==> src/hw/rtl/i2c_master_bit_engine_assert.svh <==
// Assertion macros for the I2C master bit engine RTL.
`ifndef I2C_MASTER_BIT_ENGINE_ASSERT_SVH
`define I2C_MASTER_BIT_ENGINE_ASSERT_SVH

// Same-cycle implication, checked outside reset.
`define I2CM_ASSERT_NOW(lbl, clk, rst_n, ante, cons, msg) \
    lbl: assert property (@(posedge clk) disable iff (!(rst_n)) (ante) |-> (cons)) \
        else $error(msg);

// Next-cycle implication, checked outside reset.
`define I2CM_ASSERT_NEXT(lbl, clk, rst_n, ante, cons, msg) \
    lbl: assert property (@(posedge clk) disable iff (!(rst_n)) (ante) |=> (cons)) \
        else $error(msg);

`endif

==> src/hw/rtl/i2cm_pkg.sv <==
// Package: opcodes, phase counts and shared types of the I2C master bit engine.
`timescale 1ns / 1ps

package i2cm_pkg;

    localparam int BITS_PER_BYTE = 8;
    // write/read: two phases per bit plus a closing SCL-low phase
    localparam logic [4:0] LAST_PHASE = 5'(2 * BITS_PER_BYTE);
    localparam logic [15:0] TPP_RESET = 16'd50;

    typedef enum logic [2:0] {
        OP_NONE  = 3'd0,
        OP_START = 3'd1,
        OP_STOP  = 3'd2,
        OP_WRITE = 3'd3,
        OP_READ  = 3'd4,
        OP_SACK  = 3'd5,
        OP_GACK  = 3'd6
    } t_opcode;

    // Bus drive levels and the data kept alongside them.
    typedef struct packed {
        logic       scl;
        logic       sda;
        logic [7:0] shift;
        logic       ack;
    } t_line;

    function automatic logic [4:0] phase_total(input t_opcode cmd);
        logic [4:0] n;
        unique case (cmd)
            OP_START: n = 5'd3;
            OP_STOP:  n = 5'd2;
            OP_WRITE: n = LAST_PHASE + 5'd1;
            OP_READ:  n = LAST_PHASE + 5'd1;
            OP_SACK:  n = 5'd4;
            OP_GACK:  n = 5'd3;
            default:  n = 5'd0;
        endcase
        return n;
    endfunction

endpackage

==> src/hw/rtl/i2cm_if.sv <==
// Request and result channel interfaces of the I2C master bit engine.
`timescale 1ns / 1ps

interface i2cm_req_if;
    logic       valid;
    logic       ready;
    logic [2:0] opcode;
    logic [7:0] write_data;
    logic       ack_level;
    logic       sda_sample;

    modport source (output valid, opcode, write_data, ack_level, sda_sample, input ready);
    modport sink   (input valid, opcode, write_data, ack_level, sda_sample, output ready);
endinterface

interface i2cm_res_if;
    logic       valid;
    logic       ready;
    logic       scl_line;
    logic       sda_line;
    logic       busy_res;
    logic       done_res;
    logic [7:0] read_data;
    logic       ack_seen;
    logic       rejected;

    modport source (output valid, scl_line, sda_line, busy_res, done_res, read_data,
                    ack_seen, rejected, input ready);
    modport sink   (input valid, scl_line, sda_line, busy_res, done_res, read_data,
                    ack_seen, rejected, output ready);
endinterface

==> src/hw/rtl/i2cm_phase.sv <==
// Phase entry decode: drive levels and shifting on the first tick of a phase.
`timescale 1ns / 1ps

module i2cm_phase (
    input  logic             i_en,
    input  i2cm_pkg::t_opcode i_cmd,
    input  logic [4:0]       i_phase,
    input  logic             i_ack_drive,
    input  logic             i_sda_in,
    input  i2cm_pkg::t_line  i_cur,
    output i2cm_pkg::t_line  o_nxt
);

    logic last;
    logic odd;

    assign last = (i_phase == i2cm_pkg::LAST_PHASE);
    assign odd  = i_phase[0];

    always_comb begin
        o_nxt = i_cur;
        if (i_en) begin
            unique case (i_cmd)
                i2cm_pkg::OP_START: begin
                    if (i_phase == 5'd0) begin
                        o_nxt.sda = 1'b1;
                        o_nxt.scl = 1'b1;
                    end else if (i_phase == 5'd1) begin
                        o_nxt.sda = 1'b0;
                    end else begin
                        o_nxt.scl = 1'b0;
                    end
                end
                i2cm_pkg::OP_STOP: begin
                    if (i_phase == 5'd0) begin
                        o_nxt.sda = 1'b0;
                        o_nxt.scl = 1'b1;
                    end else begin
                        o_nxt.sda = 1'b1;
                    end
                end
                i2cm_pkg::OP_WRITE: begin
                    if (last) begin
                        o_nxt.scl = 1'b0;
                    end else if (!odd) begin
                        o_nxt.scl = 1'b0;
                        o_nxt.sda = i_cur.shift[7];
                    end else begin
                        o_nxt.scl   = 1'b1;
                        o_nxt.shift = {i_cur.shift[6:0], 1'b0};
                    end
                end
                i2cm_pkg::OP_READ: begin
                    if (last || !odd) begin
                        o_nxt.scl = 1'b0;
                    end else begin
                        o_nxt.scl   = 1'b1;
                        o_nxt.shift = {i_cur.shift[6:0], i_sda_in};
                    end
                end
                i2cm_pkg::OP_SACK: begin
                    if (i_phase == 5'd0) begin
                        o_nxt.scl = 1'b0;
                    end else if (i_phase == 5'd1) begin
                        o_nxt.sda = i_ack_drive;
                    end else if (i_phase == 5'd2) begin
                        o_nxt.scl = 1'b1;
                    end else begin
                        o_nxt.scl = 1'b0;
                    end
                end
                i2cm_pkg::OP_GACK: begin
                    if (i_phase == 5'd1) begin
                        o_nxt.scl = 1'b1;
                        o_nxt.ack = i_sda_in;
                    end else begin
                        o_nxt.scl = 1'b0;
                    end
                end
                default: begin
                    o_nxt = i_cur;
                end
            endcase
        end
    end

endmodule

==> src/hw/rtl/i2c_master_bit_engine.sv <==
// Top level of the I2C master bit engine: tick handling, state and result register.
//
//  channel   dir   handshake     payload
//  i_req     in    valid/ready   opcode, write_data, ack_level, sda_sample
//  o_res     out   valid/ready   scl_line, sda_line, busy_res, done_res,
//                                read_data, ack_seen, rejected
//  cfg       in    i_cfg_we      i_cfg_wdata = ticks_per_phase
//
// One request is one bus tick and yields exactly one result.
// The request is decoded and the state updated in the accept cycle; the
// result sits in the output register the cycle after.
// Throughput is one request per clock; the output register decouples the two
// sides, i_req.ready drops only while a held result is not taken.
// Reset (synchronous, active low) idles the engine with both lines released
// and ticks_per_phase at 50. A phase length of 0 is treated as 1.
`timescale 1ns / 1ps

`include "i2c_master_bit_engine_assert.svh"

module i2c_master_bit_engine (
    input  logic              i_clk,
    input  logic              i_rst_n,
    input  logic              i_cfg_we,
    input  logic [15:0]       i_cfg_wdata,
    i2cm_req_if.sink          i_req,
    i2cm_res_if.source        o_res
);

    // configuration
    logic [15:0] r_tpp;

    // engine state
    i2cm_pkg::t_opcode r_cmd;
    logic [4:0]        r_phase;
    logic [15:0]       r_tick;
    i2cm_pkg::t_line   r_line;
    logic [7:0]        r_read_latch;
    logic              r_ack_drive;

    // result register
    logic       r_out_valid;
    logic       r_scl, r_sda, r_busy, r_done, r_ack_seen, r_rej;
    logic [7:0] r_rdata;

    // per-tick decode
    logic              accept;
    logic              is_cmd;
    logic              start;
    logic              rej_c;
    i2cm_pkg::t_opcode cmd_eff;
    logic [4:0]        phase_eff;
    logic [15:0]       tick_eff;
    logic              ack_drive_eff;
    i2cm_pkg::t_line   line_eff;
    i2cm_pkg::t_line   line_ph;
    logic              active;
    logic [15:0]       len;
    logic [16:0]       tick_inc;
    logic              phase_end;
    logic [4:0]        phase_inc;
    logic              finish;

    i2cm_pkg::t_opcode n_cmd;
    logic [4:0]        n_phase;
    logic [15:0]       n_tick;
    logic [7:0]        n_read_latch;

    assign i_req.ready = !r_out_valid || o_res.ready;
    assign accept      = i_req.valid && i_req.ready;

    // opcode 7 means nothing: never started, never rejected
    assign is_cmd = (i_req.opcode >= i2cm_pkg::OP_START) && (i_req.opcode <= i2cm_pkg::OP_GACK);
    assign start  = is_cmd && (r_cmd == i2cm_pkg::OP_NONE);
    assign rej_c  = is_cmd && (r_cmd != i2cm_pkg::OP_NONE);

    // a new command starts its first phase on the tick that carries it
    always_comb begin
        cmd_eff       = r_cmd;
        phase_eff     = r_phase;
        tick_eff      = r_tick;
        ack_drive_eff = r_ack_drive;
        line_eff      = r_line;
        if (start) begin
            cmd_eff   = i2cm_pkg::t_opcode'(i_req.opcode);
            phase_eff = 5'd0;
            tick_eff  = 16'd0;
            case (cmd_eff)
                i2cm_pkg::OP_WRITE: line_eff.shift = i_req.write_data;
                i2cm_pkg::OP_READ: begin
                    line_eff.shift = 8'd0;
                    line_eff.sda   = 1'b1;
                end
                i2cm_pkg::OP_GACK:  line_eff.sda = 1'b1;
                i2cm_pkg::OP_SACK:  ack_drive_eff = i_req.ack_level;
                default:            line_eff = r_line;
            endcase
        end
    end

    assign active = (cmd_eff != i2cm_pkg::OP_NONE);

    i2cm_phase u_phase (
        .i_en        (active && (tick_eff == 16'd0)),
        .i_cmd       (cmd_eff),
        .i_phase     (phase_eff),
        .i_ack_drive (ack_drive_eff),
        .i_sda_in    (i_req.sda_sample),
        .i_cur       (line_eff),
        .o_nxt       (line_ph)
    );

    assign len       = (r_tpp == 16'd0) ? 16'd1 : r_tpp;
    assign tick_inc  = {1'b0, tick_eff} + 17'd1;
    assign phase_end = active && (tick_inc >= {1'b0, len});
    assign phase_inc = phase_eff + 5'd1;
    assign finish    = phase_end && (phase_inc >= i2cm_pkg::phase_total(cmd_eff));

    always_comb begin
        n_cmd        = cmd_eff;
        n_phase      = phase_eff;
        n_tick       = active ? tick_inc[15:0] : tick_eff;
        n_read_latch = r_read_latch;
        if (phase_end) begin
            n_tick  = 16'd0;
            n_phase = phase_inc;
            if (finish) begin
                n_cmd   = i2cm_pkg::OP_NONE;
                n_phase = 5'd0;
                if (cmd_eff == i2cm_pkg::OP_READ) begin
                    n_read_latch = line_ph.shift;
                end
            end
        end
    end

    always_ff @(posedge i_clk) begin
        if (!i_rst_n) begin
            r_tpp <= i2cm_pkg::TPP_RESET;
        end else if (i_cfg_we) begin
            r_tpp <= i_cfg_wdata;
        end
    end

    always_ff @(posedge i_clk) begin
        if (!i_rst_n) begin
            r_cmd        <= i2cm_pkg::OP_NONE;
            r_phase      <= 5'd0;
            r_tick       <= 16'd0;
            r_line       <= '{scl: 1'b1, sda: 1'b1, shift: 8'd0, ack: 1'b1};
            r_read_latch <= 8'd0;
            r_ack_drive  <= 1'b1;
        end else if (accept) begin
            r_cmd        <= n_cmd;
            r_phase      <= n_phase;
            r_tick       <= n_tick;
            r_line       <= line_ph;
            r_read_latch <= n_read_latch;
            r_ack_drive  <= ack_drive_eff;
        end
    end

    always_ff @(posedge i_clk) begin
        if (!i_rst_n) begin
            r_out_valid <= 1'b0;
        end else if (accept) begin
            r_out_valid <= 1'b1;
        end else if (o_res.ready) begin
            r_out_valid <= 1'b0;
        end
    end

    // result payload, loaded with each request
    always_ff @(posedge i_clk) begin
        if (accept) begin
            r_scl      <= line_ph.scl;
            r_sda      <= line_ph.sda;
            r_busy     <= (n_cmd != i2cm_pkg::OP_NONE);
            r_done     <= finish;
            r_rdata    <= n_read_latch;
            r_ack_seen <= line_ph.ack;
            r_rej      <= rej_c;
        end
    end

    assign o_res.valid     = r_out_valid;
    assign o_res.scl_line  = r_scl;
    assign o_res.sda_line  = r_sda;
    assign o_res.busy_res  = r_busy;
    assign o_res.done_res  = r_done;
    assign o_res.read_data = r_rdata;
    assign o_res.ack_seen  = r_ack_seen;
    assign o_res.rejected  = r_rej;

    // a finished command leaves the engine idle
    `I2CM_ASSERT_NOW(a_done_not_busy, i_clk, i_rst_n, r_out_valid && r_done, !r_busy, "done with busy")

    // phase counter stays inside the running command's sequence
    `I2CM_ASSERT_NOW(a_phase_range, i_clk, i_rst_n, r_cmd != i2cm_pkg::OP_NONE, r_phase < i2cm_pkg::phase_total(r_cmd), "phase out of range")

    // a command taken while idle is either running or reported done next
    `I2CM_ASSERT_NEXT(a_start_runs, i_clk, i_rst_n, accept && start, (r_cmd != i2cm_pkg::OP_NONE) || r_done, "started command lost")

endmodule
==> src/flat_wrapper.sv <==
// flat-port wrapper written by rule: the top's interface ports become plain ports
module i2c_master_bit_engine_flat 
  (i_clk, i_rst_n, i_cfg_we, i_cfg_wdata, i_req_valid, i_req_opcode, i_req_write_data, i_req_ack_level, i_req_sda_sample, i_req_ready, o_res_valid, o_res_scl_line, o_res_sda_line, o_res_busy_res, o_res_done_res, o_res_read_data, o_res_ack_seen, o_res_rejected, o_res_ready);
  i2cm_req_if i_req_i ();
  i2cm_res_if o_res_i ();
  input  logic i_clk;
  input  logic i_rst_n;
  input  logic i_cfg_we;
  input  logic [15:0] i_cfg_wdata;
  input wire logic [$bits(i_req_i.valid)-1:0] i_req_valid;
  input wire logic [$bits(i_req_i.opcode)-1:0] i_req_opcode;
  input wire logic [$bits(i_req_i.write_data)-1:0] i_req_write_data;
  input wire logic [$bits(i_req_i.ack_level)-1:0] i_req_ack_level;
  input wire logic [$bits(i_req_i.sda_sample)-1:0] i_req_sda_sample;
  output wire logic [$bits(i_req_i.ready)-1:0] i_req_ready;
  output wire logic [$bits(o_res_i.valid)-1:0] o_res_valid;
  output wire logic [$bits(o_res_i.scl_line)-1:0] o_res_scl_line;
  output wire logic [$bits(o_res_i.sda_line)-1:0] o_res_sda_line;
  output wire logic [$bits(o_res_i.busy_res)-1:0] o_res_busy_res;
  output wire logic [$bits(o_res_i.done_res)-1:0] o_res_done_res;
  output wire logic [$bits(o_res_i.read_data)-1:0] o_res_read_data;
  output wire logic [$bits(o_res_i.ack_seen)-1:0] o_res_ack_seen;
  output wire logic [$bits(o_res_i.rejected)-1:0] o_res_rejected;
  input wire logic [$bits(o_res_i.ready)-1:0] o_res_ready;
  assign i_req_i.valid = i_req_valid;
  assign i_req_i.opcode = i_req_opcode;
  assign i_req_i.write_data = i_req_write_data;
  assign i_req_i.ack_level = i_req_ack_level;
  assign i_req_i.sda_sample = i_req_sda_sample;
  assign i_req_ready = i_req_i.ready;
  assign o_res_valid = o_res_i.valid;
  assign o_res_scl_line = o_res_i.scl_line;
  assign o_res_sda_line = o_res_i.sda_line;
  assign o_res_busy_res = o_res_i.busy_res;
  assign o_res_done_res = o_res_i.done_res;
  assign o_res_read_data = o_res_i.read_data;
  assign o_res_ack_seen = o_res_i.ack_seen;
  assign o_res_rejected = o_res_i.rejected;
  assign o_res_i.ready = o_res_ready;
  i2c_master_bit_engine u_core (.i_clk(i_clk), .i_rst_n(i_rst_n), .i_cfg_we(i_cfg_we), .i_cfg_wdata(i_cfg_wdata), .i_req(i_req_i), .o_res(o_res_i));
endmodule
==> config.mk <==
export PLATFORM = sky130hd
export DESIGN_NAME = i2c_master_bit_engine_flat
export DESIGN_NICKNAME = d
export VERILOG_FILES = /design/src/hw/rtl/i2cm_pkg.sv /design/src/hw/rtl/i2cm_if.sv /design/src/hw/rtl/i2cm_phase.sv /design/src/hw/rtl/i2c_master_bit_engine.sv /design/src/flat_wrapper.sv
export VERILOG_INCLUDE_DIRS = /design/src /design/src/hw/rtl
export SDC_FILE = /design/constraint.sdc
export NUM_CORES = 1
export LEC_CHECK = 0
export BUFFER_PORTS_ARGS = -buffer_cell sky130_fd_sc_hd__buf_4
export CORE_MARGIN = 4
export CORE_UTILIZATION = 64
export DETAILED_ROUTE_END_ITERATION = 8
export HOLD_SLACK_MARGIN = 0.15
export PLACE_DENSITY = 0.92
export SYNTH_ARGS = -nofsm -noshare
export SYNTH_HDL_FRONTEND = slang
export SYNTH_HIERARCHICAL = 1
export SYNTH_SLANG_ARGS = --single-unit
==> constraint.sdc <==
create_clock -name i_clk -period 12.1 [get_ports i_clk]
set_input_delay 0.605 -clock i_clk [delete_from_list [all_inputs] [get_ports i_clk]]
set_output_delay 0.605 -clock i_clk [all_outputs]
set_load 0.02 [all_outputs]
==> impl_summary.log <==
INFO  metric syn-cell-area = 4970 um2
INFO  metric worst_setup_path_start_kind = input pin
INFO  metric antenna_cells_inserted = 0
INFO  metric final_net_count = 680
INFO  metric route.vias.total = 4680
INFO  metric core-area = 7408 um2
INFO  metric post_cts_resized = 0
INFO  metric worstPathMaxFanout = 18
INFO  metric share_of_synthesized_flip_flops_with_an_asynchronous_set_or_reset = 0
INFO  metric drc_marker_count_from_the_first_detailed_route_iteration = 413
INFO  metric grt_first_pass_wirelength = 20820 um
INFO  metric post_synth_inst_count = 600
INFO  metric detail-route-antenna-nets = 0
INFO  metric tritoncts = built
INFO  metric post-route-util = 0.7401
INFO  metric numPlacedInstances = 711
INFO  metric fin_worst_hold_slack = 459.8 ps
INFO  metric syn_avg_cell_area = 8.283 um2
INFO  metric wirelength = 12900 um
INFO  metric r2r-start = u_core/r_cmd[2]
INFO  metric worstPathArrival = 5830 ps
INFO  metric place.port_buffers = 49
INFO  metric first_global_vias = 4425
INFO  metric floorplan.rows = 31
INFO  metric drc = 0
INFO  metric i_o_pin_cnt = 50
INFO  metric synth_sequential_area_ratio = 0.3303
INFO  metric regToRegSetupSlack = 6500 ps
INFO  metric min_path_type = input pin to flip-flop
INFO  metric synthesis.nets = 657
INFO  metric clock_latency = 350 ps
INFO  metric syn_to_final_growth = 10.32%
INFO  metric powerDensity = 106.2 nW/um2
INFO  metric yosysWarningCount = 6
INFO  metric run_status = finished, final reports clean
INFO  metric cts_max_level = 3
INFO  metric path_clk_slew = 90 ps
INFO  metric globalRouteTotalUtil = 0.2882
INFO  metric depth_of_the_worst_register_to_register_path = 18
INFO  metric viasPerCell = 6.437
INFO  metric detailed_routing_iteration_count_for_the_pre_antenna_repair_pass = 6
INFO  metric synth_enable_flop_cells = 14
INFO  metric final_min_period_over_clock_period = 0.4725
INFO  metric aggregate_global_routing_overflow = 0
INFO  metric timing_worst_setup_path_type = input pin to flip-flop
INFO  metric dpl.hpwl = 8772 um
INFO  metric tritoncts.num_buffers = 9
INFO  metric finalWorstPathRequiredPeriod = 5718 ps
INFO  metric grt_start_max_net_pins = 39
INFO  metric dieWidth = 96.12 um
INFO  metric cts-root-buf = clkbuf_8
INFO  metric drv.max_cap_violation_count = 0
INFO  metric gp_congestion = 0.9242
INFO  metric initial_utilization = 0.6708
INFO  metric setup_viol = 0
INFO  metric clock-skew-final = 9.142 ps
INFO  metric slew_viol_final = 0
INFO  metric end_kind = flip-flop
INFO  metric finish.cell_count_without_fillers = 727
INFO  metric crit-reg2reg-capture = u_core/o_res.read_data[3]
INFO  metric worst_slew_pin_slew = 827.7 ps
INFO  metric drive_above_1_share = 0.1736
INFO  metric leakagePower = 2.194 nW
INFO  metric layout.cells.most_common = nand2_1
INFO  metric critical_path.endpoint = u_core/o_res.read_data[3]
INFO  metric clockBufferDepth = 2
INFO  metric rsz_0062_raised_after_global_routing = false
INFO  metric post_cts.repair.setup_buffers = 0
INFO  metric layout_common_cells = 91 x nand2_1, 61 x dfxtp_1, 54 x buf_4
INFO  metric finalSetupTns = 0 ps
INFO  metric cts_hold_repair.buffers = 0
INFO  metric antenna_violations_before_repair = 0
INFO  metric timing.max_slew.rel_slack = 0.4469
INFO  metric die_area = 9239 um2
INFO  metric synth_flop_cell = dfxtp_1
INFO  metric die-height = 96.12 um
INFO  metric final-hold-violation-count = 0
INFO  metric cp.required = 12210 ps
INFO  metric ys_types = 76
INFO  metric ys_seq_elements = 75
INFO  metric startpoint = i_req_opcode[2]
INFO  metric post_drt_wl_per_cell = 17.74 um
INFO  metric irDropWorstVdd = 0.05935 mV
INFO  metric clock_sinks = 75
INFO  metric achievable-frequency = 174.9 MHz
-- synthesized netlist by cell type (4+ instances only) --
cell type | n | area [um2]
a211oi_1 | 6 | 45.04
a21o_1 | 8 | 60.06
a21oi_1 | 44 | 220.2
a31oi_1 | 4 | 25.02
and2_1 | 6 | 37.54
and3_1 | 4 | 25.02
buf_1 | 4 | 15.01
buf_2 | 11 | 55.05
buf_6 | 4 | 45.04
clkbuf_1 | 20 | 75.07
dfxtp_1 | 61 | 1221
edfxtp_1 | 14 | 420.4
ha_1 | 23 | 287.8
inv_1 | 29 | 108.9
mux2_4 | 16 | 240.2
mux2i_1 | 21 | 210.2
nand2_1 | 91 | 341.6
nand2b_1 | 8 | 50.05
nand3_1 | 22 | 110.1
nand4_1 | 11 | 68.82
nand4b_1 | 4 | 35.03
nor2_1 | 49 | 183.9
nor3_1 | 10 | 50.05
nor4_1 | 8 | 50.05
o211ai_1 | 4 | 30.03
o21ai_0 | 19 | 95.09
o22ai_1 | 8 | 50.05
or3_1 | 7 | 43.79
xnor2_1 | 6 | 52.55
xor2_1 | 8 | 70.07
-- worst max-delay path, stage by stage --
cell and delay (ps):
buf_4 200, o21ba_2 230, o21ai_2 570, nand2_1 170
inv_1 120, ha_1 230, nand3_2 140, or2_0 370
nor4_1 530, xnor2_1 180, nor2_1 60, ha_1 320
and3_1 220, nand2_1 70, o21ai_0 610, a221oi_4 260
nor3_4 560, mux2_4 350
-- power by group --
| part | leakage [nW] | total, mW | switching, mW | internal [mW] |
|---|---|---|---|---|
| Combinational | 1.46 | 0.119 | 0.0745 | 0.0447 |
| Clock | 0.0955 | 0.190 | 0.110 | 0.0801 |
| Sequential | 0.634 | 0.273 | 0.00811 | 0.265 |
| Total | 2.19 | 0.582 | 0.192 | 0.390 |
-- worst min-delay path by stage --
stage / slack (ps) / endpoint / depth (start not counted) / startpoint
after global placement: 440 / u_core/r_read_latch[5] / 2 / u_core/r_read_latch[5]
after global routing: 470 / u_core/r_tpp[1] / 3 / i_cfg_wdata[1]
final: 460 / u_core/r_tpp[5] / 3 / i_cfg_wdata[5]
after CTS: 450 / u_core/r_tpp[1] / 3 / i_cfg_wdata[1]
after floorplan: 430 / u_core/r_read_latch[0] / 2 / u_core/r_read_latch[0]
after detailed placement: 450 / u_core/r_read_latch[7] / 2 / u_core/r_read_latch[7]
-- stage by stage --
stage          area [um2]  setup slack [ps]  total power, mW
2_1_floorplan        4970              6765           0.3598
5_1_grt              5483              6121           0.6062
3_3_place_gp         5289              6433           0.3891
6_report             5483              6382           0.5824
4_1_cts              5483              6537           0.5828
3_5_place_dp         5289              6199           0.3938
-- area by class of cell --
cell class / instances / area, um2
inverters: 30 / 115.1
clock buffers: 9 / 123.9
well taps: 99 / 123.9
fillers: 520 / 1926
repair buffers: 54 / 405.4
flip-flops and latches: 75 / 1642
multi-input cells: 453 / 3003
clock inverters: 7 / 70.07
-- metal layers --
layer / part of all wire / track usage / vias to the layer above
met2: 0.51 / 0.5066 / 288
met4: 0.031 / 0.1315 / 0
li1: - / - / 2183
met5: 0 / 0 / -
met1: 0.38 / 0.3277 / 2161
met3: 0.081 / 0.06880 / 48
-- sequential cells by signal (all words and copies together) (netlist names) --
signal	cells
u_core/o_res.scl_line	1
u_core/o_res.done_res	1
u_core/o_res.rejected	1
u_core/r_read_latch	8
u_core/o_res.ack_seen	1
u_core/r_tick	16
u_core/o_res.valid	1
u_core/o_res.read_data	8
u_core/r_cmd	3
u_core/r_ack_drive	1
u_core/o_res.sda_line	1
u_core/r_phase	5
u_core/r_line	11
u_core/r_tpp	16
u_core/o_res.busy_res	1
-- logic make-up after synthesis --
| kind of cell | Yosys count | synth area share |
|---|---|---|
| xor+xnor | 14 | 0.02467 |
| compound gates | 129 | 0.1715 |
| flops | 75 | 0.3303 |
| mux | 40 | 0.09743 |
| simple gates | 247 | 0.2528 |
| fa+ha+maj | 23 | 0.05791 |
| buf+inv | 72 | 0.06545 |
Note: power is estimated with default switching activity, not from simulation.
